$ cat config.mk
export PLATFORM = sky130hd
export DESIGN_NAME = ldpg_div_pipe
export DESIGN_NICKNAME = d
export VERILOG_FILES = /design/src/rtl/core/ldpg_div_pipe.sv
export SDC_FILE = /design/constraint.sdc
export NUM_CORES = 2
export LEC_CHECK = 0
export BUFFER_PORTS_ARGS = -buffer_cell sky130_fd_sc_hd__buf_2
export CAP_MARGIN = 10
export CORE_MARGIN = 3
export CORE_UTILIZATION = 35
export CTS_CLUSTER_DIAMETER = 150
export DETAILED_ROUTE_END_ITERATION = 8
export GPL_TIMING_DRIVEN = 0
export SKIP_CTS_REPAIR_TIMING = 1
export SLEW_MARGIN = 0
export SYNTH_ARGS = -nofsm -noshare
export SYNTH_HDL_FRONTEND = slang
export SYNTH_SLANG_ARGS = --single-unit
$ cat constraint.sdc
create_clock -name clk_i -period 4.6 [get_ports clk_i]
set_input_delay 0.46 -clock clk_i [delete_from_list [all_inputs] [get_ports clk_i]]
set_output_delay 0.46 -clock clk_i [all_outputs]
set_load 0.02 [all_outputs]
$ cat src/rtl/core/ldpg_div_pipe.sv
module ldpg_div_pipe #(
  parameter int unsigned DW = 24,
  parameter int unsigned FB = 24,
  parameter int unsigned SW = 25
) (
  input  logic          clk_i,
  input  logic          rst_ni,
  input  logic          en_i,
  input  logic          valid_i,
  input  logic [DW-1:0] rem_i,
  input  logic [DW-1:0] den_i,
  input  logic [SW-1:0] side_i,
  output logic          valid_o,
  output logic [FB-1:0] quo_o,
  output logic [SW-1:0] side_o
);

  // restoring division, one quotient bit per stage; needs rem_i < den_i
  logic          v_q    [0:FB];
  logic [DW-1:0] rem_q  [0:FB];
  logic [DW-1:0] den_q  [0:FB];
  logic [FB-1:0] quo_q  [0:FB];
  logic [SW-1:0] side_q [0:FB];

  always_ff @(posedge clk_i or negedge rst_ni) begin
    if (!rst_ni) begin
      v_q[0] <= 1'b0;
    end else if (en_i) begin
      v_q[0] <= valid_i;
    end
  end

  always_ff @(posedge clk_i) begin
    if (en_i) begin
      rem_q[0]  <= rem_i;
      den_q[0]  <= den_i;
      quo_q[0]  <= '0;
      side_q[0] <= side_i;
    end
  end

  for (genvar i = 0; i < FB; i++) begin : g_stage
    logic [DW:0] rs;
    logic        ge;

    assign rs = {rem_q[i], 1'b0};
    assign ge = rs >= {1'b0, den_q[i]};

    always_ff @(posedge clk_i or negedge rst_ni) begin
      if (!rst_ni) begin
        v_q[i+1] <= 1'b0;
      end else if (en_i) begin
        v_q[i+1] <= v_q[i];
      end
    end

    always_ff @(posedge clk_i) begin
      if (en_i) begin
        rem_q[i+1]  <= ge ? DW'(rs - {1'b0, den_q[i]}) : DW'(rs);
        den_q[i+1]  <= den_q[i];
        quo_q[i+1]  <= FB'({quo_q[i], ge});
        side_q[i+1] <= side_q[i];
      end
    end
  end

  assign valid_o = v_q[FB];
  assign quo_o   = quo_q[FB];
  assign side_o  = side_q[FB];

endmodule

==> run metrics <==
number of global-route vias before repair 55040; sequential element share of the synthesized area 0.646; Root Driver clkbuf_16; Post-synth EDFFs 2077; Max Clock Freq 0.227 GHz; Syn Nets 7780; clock period minus final worst setup slack 4.40 ns; most common cell after layout, fill and taps aside edfxtp_1; highest routed layer met4; wire length per cell 16.5 um; Layout area overhead 14.5%; hold depth 1; final hold violation count 0; Met3 Wirelength 9640 um; WS Path Type flip-flop to flip-flop; Slew Limit Fails 0; Primary FF master, synth edfxtp_1; DRT Pass-1 Iters 6; CTS tree done; H-tree depth 4; Final nets 8236; detailed-route DRC error count 0; gr ovfl total 0; most frequent cells in the layout edfxtp_1, inv_1, ha_1; Placeable Area 277000 um2; mean area per synthesized cell 13.7 um2; RSZ-0062 raised after global routing true; status finished, final reports clean; Synth async-reset ratio 0.0119; pin count of the biggest net entering global routing 190; Die Ht 534 um; PortBufs 126; hold_sp en_i; share of cells above drive strength 1 0.122; cell count after synthesis 7105; Worst setup EP type flip-flop; final hold slack 0.0300 ns; Hold Path Class input port to flip-flop; Final Non-Filler Cells 11469; CTS max path bufs 4; GRT Total Usage 0.129; worst path required time 5.23 ns; Hold EP side_q[2][18]; Slew headroom 0.302; Placer Congestion 0.915; CP Cell Sequence ha_1, nand3_1, a21oi_1, o31ai_1, a21oi_1, o2111ai_1, a31oi_1, a21o_1, a41oi_1, clkbuf_1, clkbuf_1, nand2_1, o21ai_0; Leakage Power 43.1 nW; Ports 127; initial DRC count 3579; RR Startpoint rem_q[2][2]; Worst-Margin Slew 1.05 ns; final period utilization 0.957; vias per cell 4.82; CP max FO 10; CTS clk-pin slew, worst paths 0.06 ns; pwr dens 669 nW/um2; area of the die 285000 um2; Seq cells post-synth 2102; Peak VDD IR 0.325 mV; reg2reg path depth 13; clock buffer count from CTS 239; initial antenna violation count 7; antenna-violating nets left 0; filler instances 25464; placed cells 10949; max_cap viols 0; Warnings, synthesis 0; max incr delay on CP 0.65 ns; WL final 189000 um; WL met2 87600 um; CP max stage cell clkbuf_1; worst-skew pair later-pin latency 0.88 ns; synthesized cell area 97500 um2; wire length of the first global-routing pass 299000 um; Initial Util 0.352; met1 wire length 84500 um; TritonCTS Sinks 2102; worst clock skew 0.0423 ns; die width 534 um; count of different cell masters after synthesis 86; r2r setup slk 0.20 ns; Critical Path Start Type flip-flop; final setup violation count 0; reg2reg end rem_q[2][41]; WP data arrival 5.03 ns; vias 55331; final HPWL from detailed placement 133000 um; Cell Rows 193
==> area by class of cell <==
cell class / count / area (um2) / area share
Antenna cell: 2 / 5.00 / 0.0000448
Clock buffer: 281 / 6230 / 0.0558
Clock inverter: 161 / 1490 / 0.0134
Timing Repair Buffer: 215 / 1760 / 0.0158
Multi-Input combinational cell: 4161 / 31200 / 0.279
Inverter: 715 / 2680 / 0.0240
Buffer: 127 / 637 / 0.00570
Tap cell: 3705 / 4640 / 0.0415
Sequential cell: 2102 / 63000 / 0.564
==> critical path: cells and delay by family, from the launching register on <==
family                     cells  cell delay (ns)
AOI/OAI and AO/OA              8             1.93
DFF                            1             0.40
adders and majority gates      1             0.39
buffers and inverters          2             1.08
and+or+nand+nor                2             0.35
==> cell usage after synthesis (45+ instances only) <==
| library cell | count | area [um2] |
|---|---|---|
| nand3_1 | 106 | 531 |
| a31oi_1 | 59 | 369 |
| xnor2_1 | 292 | 2560 |
| a21oi_1 | 466 | 2330 |
| clkbuf_1 | 65 | 244 |
| mux2_2 | 336 | 3780 |
| nor2_1 | 356 | 1340 |
| edfxtp_1 | 2077 | 62400 |
| a21o_1 | 197 | 1480 |
| nor2b_1 | 78 | 488 |
| xor2_1 | 155 | 1360 |
| inv_1 | 715 | 2680 |
| nand2b_1 | 62 | 388 |
| ha_1 | 575 | 7190 |
| nand2_1 | 326 | 1220 |
| o21a_1 | 87 | 653 |
| and3_1 | 45 | 282 |
| nor3_1 | 76 | 380 |
| o21ai_0 | 365 | 1830 |
| o21bai_1 | 59 | 443 |
| nand4_1 | 63 | 394 |
==> state kept, by name (all words and copies together), names as in the netlist <==
| register | cells |
|---|---|
| den_q | 576 |
| valid_o | 1 |
| v_q | 24 |
| rem_q | 576 |
| quo_q | 300 |
| side_q | 625 |
==> per-stage QoR <==
stage,area [um2],util,power (mW),setup TNS [ns],setup slack (ns)
3_5_place_dp,103000,0.373,56.2,-8.74,-0.357
6_report,112000,0.403,74.7,0,0.200
3_3_place_gp,103000,0.371,57.0,-,-29.91
5_1_grt,112000,0.403,79.9,-0.0869,-0.0869
4_1_cts,111000,0.401,75.5,-1.87,-0.158
2_1_floorplan,97500,-,48.9,0,1.16
==> cell families (layout without fill, tap and decap cells) <==
kind of cell               after synthesis  count (layout)  share of synthesized area
adders and majority gates              598             598                     0.0785
other                                    0               2                          0
buffers and inverters                  842            1499                     0.0340
and+or+nand+nor                       1221            1221                     0.0593
AOI/OAI and AO/OA                     1529            1529                     0.0997
muxes                                  366             366                     0.0421
xor gates and xnor gates               447             447                     0.0402
DFF                                   2102            2102                      0.646
==> power by group <==
part | switching [mW] | leakage [nW] | internal, mW
sequential | 2.10 | 20.6 | 26.6
clock | 7.66 | 3.77 | 10.9
combinational | 15.2 | 18.7 | 12.4
total | 24.9 | 43.1 | 49.8
==> how the worst max path moves through the flow <==
stage             startpoint             to  cells past startpoint
2_1_floorplan   den_q[0][49]   rem_q[0][78]                     13
3_3_place_gp            en_i  side_q[24][9]                      1
3_5_place_dp            en_i         v_q[5]                      8
4_1_cts        rem_q[2][131]  rem_q[2][160]                     12
5_1_grt        den_q[1][150]  rem_q[1][191]                     13
6_report         rem_q[2][2]   rem_q[2][41]                     13
==> per-layer routing <==
metal	vias to the layer above	global-route usage
met1	26470	0.169
met5	-	0
li1	27268	-
met2	1208	0.211
met4	0	0.0508
met3	385	0.0250
No activity file was read; power rests on OpenSTA's default activity.
