## src/rtl/core/ldpg_pkg.sv

```systemverilog
package ldpg_pkg;

  localparam int unsigned CFG_IDX_W  = 2;
  localparam int unsigned CFG_DATA_W = 17;
  localparam int unsigned INDEX_W    = 16;
  localparam int unsigned COORD_W    = 24;
  localparam int unsigned BASE_W     = 8;

  localparam logic [CFG_IDX_W-1:0] CFG_MODE  = 2'd0;
  localparam logic [CFG_IDX_W-1:0] CFG_COUNT = 2'd1;
  localparam logic [CFG_IDX_W-1:0] CFG_BASE  = 2'd2;

  localparam logic [CFG_DATA_W-1:0] COUNT_RESET = 17'd256;
  localparam logic [BASE_W-1:0]     BASE_RESET  = 8'd3;

  typedef enum logic {
    MODE_HAMMERSLEY = 1'b0,
    MODE_HALTON     = 1'b1
  } mode_e;

  // radix 0 and 1 behave as radix 2
  function automatic logic [BASE_W-1:0] eff_base(input logic [BASE_W-1:0] b);
    logic [BASE_W-1:0] r;
    r = (b < BASE_W'(2)) ? BASE_W'(2) : b;
    return r;
  endfunction

endpackage

```

## src/rtl/core/ldpg_recip.sv

```systemverilog
module ldpg_recip import ldpg_pkg::*; #(
  parameter int unsigned IB = 16
) (
  input  logic              clk_i,
  input  logic              rst_ni,
  input  logic              start_i,
  input  logic [BASE_W-1:0] base_i,
  output logic              busy_o,
  output logic [IB-1:0]     recip_o
);

  // floor(2^IB / b), one quotient bit per cycle
  localparam int unsigned CW = $clog2(IB + 2);
  localparam int unsigned R0 = (1 << IB) / 3;

  logic [CW-1:0]     cnt_q;
  logic [BASE_W-1:0] rem_q, div_q;
  logic [IB-1:0]     quo_q;
  logic [CW-1:0]     bitpos;
  logic [BASE_W:0]   rs;
  logic              ge;

  assign bitpos = cnt_q - CW'(1);
  assign rs     = {rem_q, (bitpos == CW'(IB))};
  assign ge     = rs >= {1'b0, div_q};

  always_ff @(posedge clk_i or negedge rst_ni) begin
    if (!rst_ni) begin
      cnt_q <= '0;
      quo_q <= IB'(R0);
    end else if (start_i) begin
      cnt_q <= CW'(IB + 1);
      quo_q <= '0;
    end else if (cnt_q != '0) begin
      cnt_q <= cnt_q - CW'(1);
      quo_q <= {quo_q[IB-2:0], ge};
    end
  end

  always_ff @(posedge clk_i) begin
    if (start_i) begin
      rem_q <= '0;
      div_q <= base_i;
    end else if (cnt_q != '0) begin
      rem_q <= ge ? BASE_W'(rs - {1'b0, div_q}) : BASE_W'(rs);
    end
  end

  assign busy_o  = cnt_q != '0;
  assign recip_o = quo_q;

endmodule

```

## config.mk

```make
export PLATFORM = sky130hd
export DESIGN_NAME = ldpg_recip
export DESIGN_NICKNAME = d
export VERILOG_FILES = /design/src/rtl/core/ldpg_pkg.sv /design/src/rtl/core/ldpg_recip.sv
export SDC_FILE = /design/constraint.sdc
export NUM_CORES = 1
export LEC_CHECK = 0
export BUFFER_PORTS_ARGS = -buffer_cell sky130_fd_sc_hd__buf_2
export CAP_MARGIN = 40
export CORE_MARGIN = 4
export CORE_UTILIZATION = 55
export DETAILED_ROUTE_END_ITERATION = 6
export HOLD_SLACK_MARGIN = 0.05
export PLACE_DENSITY = 0.74
export SYNTH_ARGS = -nofsm -noshare
export SYNTH_HDL_FRONTEND = slang
export SYNTH_SLANG_ARGS = --single-unit
```

## constraint.sdc

```tcl
create_clock -name clk_i -period 3.3 [get_ports clk_i]
set_input_delay 0.66 -clock clk_i [delete_from_list [all_inputs] [get_ports clk_i]]
set_output_delay 0.66 -clock clk_i [all_outputs]
set_load 0.01 [all_outputs]
```

==> run metrics, run 1 <==
R2R depth 12; RSZ-0062 raised after global routing no; vias in the first global route 1,345; clock buffer count from CTS 5; FF+latch area 935.9 um^2; fraction of layout cells with a size suffix above 1 0.2110; PD cells 643.3 nW/um^2; CTS clk-pin slew, worst paths 0.11 ns; clock power share 0.211; fmax ~350 MHz; Total GRT Usage 0.1824; die width 67.52 um; CTS Sinks 37; worst reg2reg endpoint rem_q[6]; Detailed Route WL 3.681 mm; sw frac 0.3562; fin crit share 0.8677; syn_area_per_cell 9.321 um^2; most used cell, CP ha_1; internal power 0.9126 mW; DRC Markers 0; CP Launch Type register; Tmin final 2.863 ns; Multi-input gate area between 900 and 1000 um^2; HPWL after DPL 2.560 mm; Reg2Reg Setup Slack 0.44 ns; Fill cells between 200 and 300; warnings from Yosys 0; Resize count post-CTS 0; Synth Register Bits 37; DR vias/cell ~5.4; Setup CP Type reg2reg; Crit Path Max Fanout 4; R2R Path Start cnt_q[0]; DR iter-0 viols 115; CP arrival 3.12 ns; I/O Pins 28; layout overhead on the synthesized area 13.10%; setup bufs post-CTS 0; GRT overflow 0; Req. time, crit path 3.55 ns; Combinational Power Share 0.368; root buf cell clkbuf_4; Synth async-reset ratio 0.5676; hold_buf cts 0; Clock H-tree levels 2; Slew @ Worst Pin 0.6849 ns; LEAKAGE 0.9705 nW; number of flops mapped to enable cells by yosys 8; net switching power 0.5049 mW; library cells used by synthesis 42; DR WL/cell 13.01 um; maxcap violations 0; final core utilization 0.6501; outcome finished clean; syn_nets around 230; Hold Vio Cnt, Final 0; synthesized area slightly below 2000 um^2; initial antenna violation count 0; Tot Pwr 1.418 mW; row count 21; Setup Viol. Count Final 0; post-synthesis sequential area ratio 0.4804; antenna viol nets, final 0; setup_tns 0 ns; Final Instance Count excl. Fillers ~280; Clock Latency Late Sink 0.34 ns; Clock Tree Buf Depth 2; Max IR drop VDD about 0.35 mV; first-pass GRT wire length 6.196 mm; GP Congestion ~0.78; max-slew violation count 0; Clock Skew 0.004443 ns; largest net degree at the start of global routing 38; Syn Inst Count 209; top_reg_cell synth dfrtp_1; Worst slew margin 0.5434; Buffers on Ports 27; max incr delay on CP 0.42 ns; CTS tree built; die height 67.52 um; Hold WC Path Type in2async; worst-path cell chain inv_1 > ha_1 > nand4_1 > nor2_1 > a41oi_1 > ha_1 > fa_1 > nand2b_1 > a21oi_1 > mux2i_1 > o21ai_0 > a311oi_1; Die ar. between 4000 and 5000 um^2; slowest CP cell dfrtp_1; DR pass1 iterations 4; Reg power frac 0.421; placed insts 275; Via Count about 1,500; CP endpoint kind register; Initial Util 0.5748; Ant. Diodes 0; core area 3390 um^2; final net count 260
==> flip-flops by register name, indices dropped and copies added (netlist names) <==
name     flops
recip_o     16
div_q        8
rem_q        8
cnt_q        5
==> cell usage after synthesis (3+ instances only) <==
library cell	instances	share of area
a311oi_1	5	0.022
a211oi_1	3	0.012
dfxtp_1	8	0.082
clkbuf_1	8	0.015
dfrtp_1	13	0.17
a21oi_1	21	0.054
xnor2_1	4	0.018
o21ai_0	4	0.010
nand2b_1	5	0.016
a21o_1	3	0.012
nor3_1	4	0.010
edfxtp_1	8	0.12
nand2_1	40	0.077
ha_1	12	0.077
inv_1	14	0.027
nor2_1	20	0.039
dfstp_2	8	0.11
==> power groups by stage <==
stage,clock (mW),sequential [mW],combinational (mW)
after global placement,0,0.605,0.512
after global routing,0.321,0.608,0.589
after floorplan,0,0.595,0.415
final,0.299,0.596,0.522
after detailed placement,0,0.606,0.515
after CTS,0.310,0.597,0.520
==> metrics by stage <==
stage / area (um^2) / hold slack [ns] / setup slack [ns]
6_report: 2203 / 0.2451 / 0.4367
5_1_grt: 2203 / 0.2606 / 0.1826
4_1_cts: 2203 / 0.2487 / 0.4715
3_5_place_dp: 2123 / 0.4662 / 0.5621
3_3_place_gp: 2123 / 0.4635 / 0.6586
2_1_floorplan: 1948 / 0.3644 / 0.7916
==> final cells by class <==
type,count,share of cell area
flip-flops and latches,37,0.4248
multi-input cells,149,0.4208
repair buffers,29,0.06814
clock buffers,8,0.03634
well taps,46,0.02612
inverters,14,0.02385
==> kinds of logic (layout without fill, tap and decap cells) <==
group                    Yosys count  after routing  share of synthesized area
adder cells (fa/ha/maj)           13             13                    0.08735
AO/OA/AOI/OAI                     49             49                     0.1638
buffers and inverters             23             51                    0.04817
flip-flops                        37             37                     0.4804
AND/OR/NAND/NOR                   80             80                     0.1882
multiplexers                       1              1                   0.005138
XOR/XNOR                           6              6                    0.02697
==> per-layer routing <==
layer | part of all wire | track usage
met5 | 0 | 0
met4 | 0.0071 | 0.06835
met3 | 0.056 | 0.05990
met2 | 0.45 | 0.2539
met1 | 0.48 | 0.2614
==> cells in the final DEF, fill, tap and decap left out, types with 2 or more instances in the layout <==
| cell type | count |
|---|---|
| nand2_1 | 40 |
| buf_2 | 27 |
| a21oi_1 | 21 |
| nor2_1 | 20 |
| inv_1 | 14 |
| dfrtp_1 | 13 |
| ha_1 | 12 |
| edfxtp_1 | 8 |
| dfstp_2 | 8 |
| dfxtp_1 | 8 |
| nand2b_1 | 5 |
| a311oi_1 | 5 |
| clkbuf_4 | 5 |
| xnor2_1 | 4 |
| o21ai_0 | 4 |
| nor3_1 | 4 |
| a21o_1 | 3 |
| a211oi_1 | 3 |
| a31oi_1 | 2 |
| xor2_1 | 2 |
| nand3_1 | 2 |
| o211ai_1 | 2 |
| buf_4 | 2 |
==> critical path, delay by kind of cell (launching register included) <==
kind | cells | cell delay [ns]
simple gates | 3 | 0.40
flops | 1 | 0.42
fa+ha+maj | 3 | 0.87
mux | 1 | 0.21
compound gates | 4 | 0.77
buf+inv | 1 | 0.12
==> worst max path at each step <==
stage / slack, ns / endpoint / depth (start not counted) / from
2_1_floorplan: 0.79 / rem_q[6] / 11 / cnt_q[0]
3_3_place_gp: 0.66 / rem_q[6] / 12 / cnt_q[0]
3_5_place_dp: 0.56 / rem_q[6] / 12 / cnt_q[0]
4_1_cts: 0.47 / rem_q[6] / 12 / cnt_q[0]
5_1_grt: 0.18 / rem_q[6] / 12 / cnt_q[0]
6_report: 0.44 / rem_q[6] / 12 / cnt_q[0]
Note: power is estimated with default switching activity, not from simulation.
==> inputs of run 2 (changes only) <==
- RECOVER_POWER: unset -> 25
==> run 2 against run 1 <==
Net effect: final area about the same; global-route usage unchanged; via count about the same; largest cell class unchanged; highest routed layer unchanged.
==> run metrics, run 2 (synthesis results as in run 1) <==
most frequent cells in the layout 40 x nand2_1, 26 x buf_2, 21 x a21oi_1, 20 x nor2_1, 14 x inv_1; Combinational Power Share 0.368; Clock Latency Late Sink 0.34 ns; die width about 68 um; core area approximately 3400 um^2; Die ar. 4558 um^2; R2R Path Start cnt_q[0]; GRT overflow 0; Fill cells 282; commonest non-fill, non-tap cell in the layout nand2_1; initial antenna violation count 0; row count 21; Setup Viol. Count Final 0; CP Launch Type register; Via Count roughly 1,500; Worst slew margin 0.2736; I/O Pins 28; LEAKAGE 0.9677 nW; Resize count post-CTS 0; largest net degree at the start of global routing 38; hold_buf cts 0; Ant. Diodes 0; die height 67.52 um; Clock H-tree levels 2; Setup CP Type reg2reg; Reg2Reg Setup Slack 0.44 ns; Tot Pwr 1.417 mW; Hold WC Path Type in2async; root buf cell clkbuf_4; setup bufs post-CTS 0; DR vias/cell 5.353; CP arrival about 3.1 ns; met2 GRT Util 0.2539; Setup WS post-layout 0.4367 ns; DR WL/cell about 13 um; vias in the first global route 1,345; layout overhead on the synthesized area 13.04%; Initial Util 0.5748; Req. time, crit path 3.55 ns; DR pass1 iterations 4; internal power 0.9124 mW; Total GRT Usage 0.1824; met1 Track Usage GR 0.2614; Buffers on Ports 27; DRC Markers 0; fraction of layout cells with a size suffix above 1 0.2068; Largest register FFs 16; FF+latch area 935.9 um^2; Detailed Route WL 3.680 mm; CTS Sinks 37; worst setup path start cnt_q[0]; Clock Tree Buf Depth 2; Hold Vio Cnt, Final 0; first-pass GRT wire length ~6.2 mm; final net count 260; Reg power frac 0.421; Setup WS pre-CTS 0.5621 ns; maxcap violations 0; busiest grt layer met1; CTS tree built; Crit Path Max Fanout 4; area post-placement 2123 um^2; Clock Skew about 0.0044 ns; CTS clk-pin slew, worst paths approximately 0.11 ns; setup_tns 0 ns; GRT met3 Usage 0.05990; clock power share 0.211; outcome finished clean; RSZ-0062 raised after global routing no; sw frac 0.3563; Non-Filler Cell Area, Final 2202 um^2; Tmin final 2.863 ns; HPWL after DPL 2.560 mm; Slew @ Worst Pin 1.090 ns; Max IR drop VDD around 0.35 mV; net switching power between 0.5 and 0.6 mW; DR iter-0 viols 115; Multi-input gate area between 900 and 1000 um^2; PD cells roughly 640 nW/um^2; clock buffer count from CTS 5; fmax 349.2 MHz; GP Congestion just under 0.8; fin crit share 0.8677; CP endpoint kind register; antenna viol nets, final 0; max-slew violation count 0
## run 2: worst paths after layout
kind | to | cells after the start
max | rem_q[6] | 12
min | cnt_q[4] | 1
max reg2reg | rem_q[6] | 12
min reg2reg | recip_o[2] | 2
max in group asynchronous | cnt_q[0] | 1
min in group clk_i | recip_o[2] | 2
## run 2: worst max-delay path: stages (launching register included)
cell and delay, ns:
dfrtp_1 0.42, inv_1 0.12, ha_1 0.24, nand4_1 0.10, nor2_1 0.11, a41oi_1 0.09, ha_1 0.26, fa_1 0.37
nand2b_1 0.19, a21oi_1 0.25, mux2i_1 0.21, o21ai_0 0.11, a311oi_1 0.32
## run 2: cell type report
type,instances,area share
Inverter,14,0.02386
Multi-Input combinational cell,149,0.4210
Clock buffer,8,0.03636
Timing Repair Buffer,29,0.06761
Sequential cell,37,0.4250
Tap cell,46,0.02614
## run 2: power by group through the flow
| stage | logic, mW | clock network [mW] | registers [mW] |
|---|---|---|---|
| 5_1_grt | 0.588 | 0.321 | 0.608 |
| 3_5_place_dp | 0.515 | 0 | 0.606 |
| 3_3_place_gp | 0.512 | 0 | 0.605 |
| 6_report | 0.522 | 0.299 | 0.596 |
| 4_1_cts | 0.520 | 0.310 | 0.597 |
| 2_1_floorplan | 0.415 | 0 | 0.595 |
## run 2: layer usage
metal / share of wire / up-vias
li1: - / 775
met1: 0.49 / 701
met2: 0.45 / 34
met3: 0.056 / 5
met4: 0.0071 / 0
met5: 0 / -
## run 2: metrics by stage
step                std cells  utilization  hold slack [ns]
floorplan                 209            -           0.3644
global placement          275       0.6264           0.4635
detailed placement        275       0.6264           0.4662
CTS                       283       0.6501           0.2487
global route              283       0.6497           0.4640
finish                    283       0.6497           0.4796
==> inputs of run 3 (changes only) <==
- CTS_CLUSTER_SIZE: unset -> 10
- PLACE_DENSITY: 0.74 -> unset
- PLACE_DENSITY_LB_ADDON: unset -> 0.15
==> run 3 against run 2 <==
Net effect: utilization down 0.85 points; cell count unchanged; non-clock buffer count unchanged; register-to-register slack worse by 0.07 ns; sequential share of layout area up 0.56 points; combinational power is 1% higher; maximum frequency down 2.3%; largest power group unchanged.
==> run metrics, run 3 (synthesis results as in run 1) <==
Ant. Diodes 0; DR iter-0 viols about 110; area post-placement between 2000 and 2500 um^2; CP arrival 3.18 ns; root buf cell clkbuf_4; Tmin final slightly below 3 ns; CP endpoint kind register; PD cells approximately 620 nW/um^2; most frequent cells in the layout 40 x nand2_1, 26 x buf_2, 21 x a21oi_1, 20 x nor2_1, 14 x inv_1; Buffers on Ports 27; Combinational Power Share 0.392; HPWL after DPL 2.713 mm; CTS clk-pin slew, worst paths 0.11 ns; setup_tns 0 ns; row count 21; Initial Util 0.5748; GRT overflow 0; Clock Latency Late Sink 0.34 ns; DR WL/cell 13.62 um; Total GRT Usage 0.2004; Req. time, crit path 3.55 ns; outcome finished clean; max-slew violation count 0; Slew @ Worst Pin between 1 and 1.5 ns; busiest grt layer met2; Setup Viol. Count Final 0; setup bufs post-CTS 0; CTS Sinks 37; worst setup path start cnt_q[0]; RSZ-0062 raised after global routing no; Clock Skew between 0.009 and 0.01 ns; clock buffer count from CTS 5; Resize count post-CTS 0; die height a little under 70 um; Clock Tree Buf Depth 2; met1 Track Usage GR 0.2500; Largest register FFs 16; Worst slew margin 0.2798; R2R Path Start cnt_q[0]; fmax 341.2 MHz; initial antenna violation count 0; LEAKAGE about 0.96 nW; Detailed Route WL 3.855 mm; fin crit share 0.8883; commonest non-fill, non-tap cell in the layout nand2_1; antenna viol nets, final 0; Via Count about 1,600; R2R depth 11; CTS tree built; DR pass1 iterations 4; fraction of layout cells with a size suffix above 1 0.2068; maxcap violations 0; Reg2Reg Setup Slack 0.37 ns; Max IR drop VDD 0.4049 mV; DRC Markers 0; die width 67.52 um; Clock H-tree levels 2; hold_buf cts 0; core area 3390 um^2; I/O Pins 28; first-pass GRT wire length 6.817 mm; GP Congestion 0.8568; Die ar. about 4600 um^2; Setup CP Type reg2reg; end of the critical path rem_q[6]; final net count 260; net switching power between 0.5 and 0.6 mW; vias in the first global route 1,555; Crit Path Max Fanout 4; Reg power frac 0.443; Hold Vio Cnt, Final 0; DR vias/cell 5.587; met2 GRT Util 0.3232; worst reg2reg endpoint rem_q[6]; layout overhead on the synthesized area 11.56%; Tot Pwr 1.348 mW; Hold WC Path Type reg2reg; clock power share 0.165; CP Launch Type register; internal power 0.8437 mW; sw frac 0.3741; GRT met3 Usage 0.05491; Non-Filler Cell Area, Final 2173 um^2; largest net degree at the start of global routing 38
## run 3: cell count changes in the layout (fill, tap and decap cells not counted), sizes merged
cell    change
clkbuf      -2
clkinv      +2
## run 3: power by group through the flow
stage / clock (mW) / sequential [mW] / combinational [mW]
after floorplan: 0 / 0.595 / 0.415
after global placement: 0 / 0.600 / 0.499
after detailed placement: 0 / 0.605 / 0.523
after CTS: 0.233 / 0.596 / 0.528
after global routing: 0.252 / 0.610 / 0.603
final: 0.223 / 0.597 / 0.528
## run 3: worst max-delay path, stage by stage (launching register included)
cell and delay (ns):
dfrtp_1 0.41, inv_1 0.11, ha_1 0.26, nor2_1 0.13, a41oi_1 0.20, ha_1 0.26, fa_1 0.38, nand2b_1 0.19
a21oi_1 0.27, mux2i_1 0.23, o21ai_0 0.10, a311oi_1 0.30
## run 3: how the worst min path moves through the flow
stage                startpoint     endpoint  slack, ns  cells past startpoint
floorplan                rst_ni     cnt_q[0]       0.36                      0
global placement    recip_o[10]  recip_o[10]       0.46                      2
detailed placement   recip_o[2]   recip_o[2]       0.47                      2
CTS                      rst_ni  recip_o[11]       0.25                      1
global route          base_i[7]     div_q[7]       0.48                      1
finish               recip_o[2]   recip_o[2]       0.48                      2
## run 3: stage by stage
step / hold slack [ns] / instances / util / setup WS, ns
2_1_floorplan: 0.3644 / 209 / - / 0.7916
3_3_place_gp: 0.4613 / 275 / 0.6264 / 0.6555
3_5_place_dp: 0.4669 / 275 / 0.6264 / 0.4158
4_1_cts: 0.2537 / 283 / 0.6416 / 0.3688
5_1_grt: 0.4758 / 283 / 0.6412 / 0.08817
6_report: 0.4828 / 283 / 0.6412 / 0.3687
## run 3: layout make-up
cell class	count	area (um^2)
fillers	311	1216
flip-flops and latches	37	935.9
multi-input cells	149	927.1
repair buffers	29	148.9
well taps	46	57.56
inverters	14	52.55
clock buffers	6	41.29
clock inverters	2	10.01
## run 3: per-layer routing
layer | wire, um | share of wire
met5 | 0 | 0
met4 | 90 | 0.023
met3 | 220 | 0.057
met2 | 1844 | 0.48
met1 | 1700 | 0.44
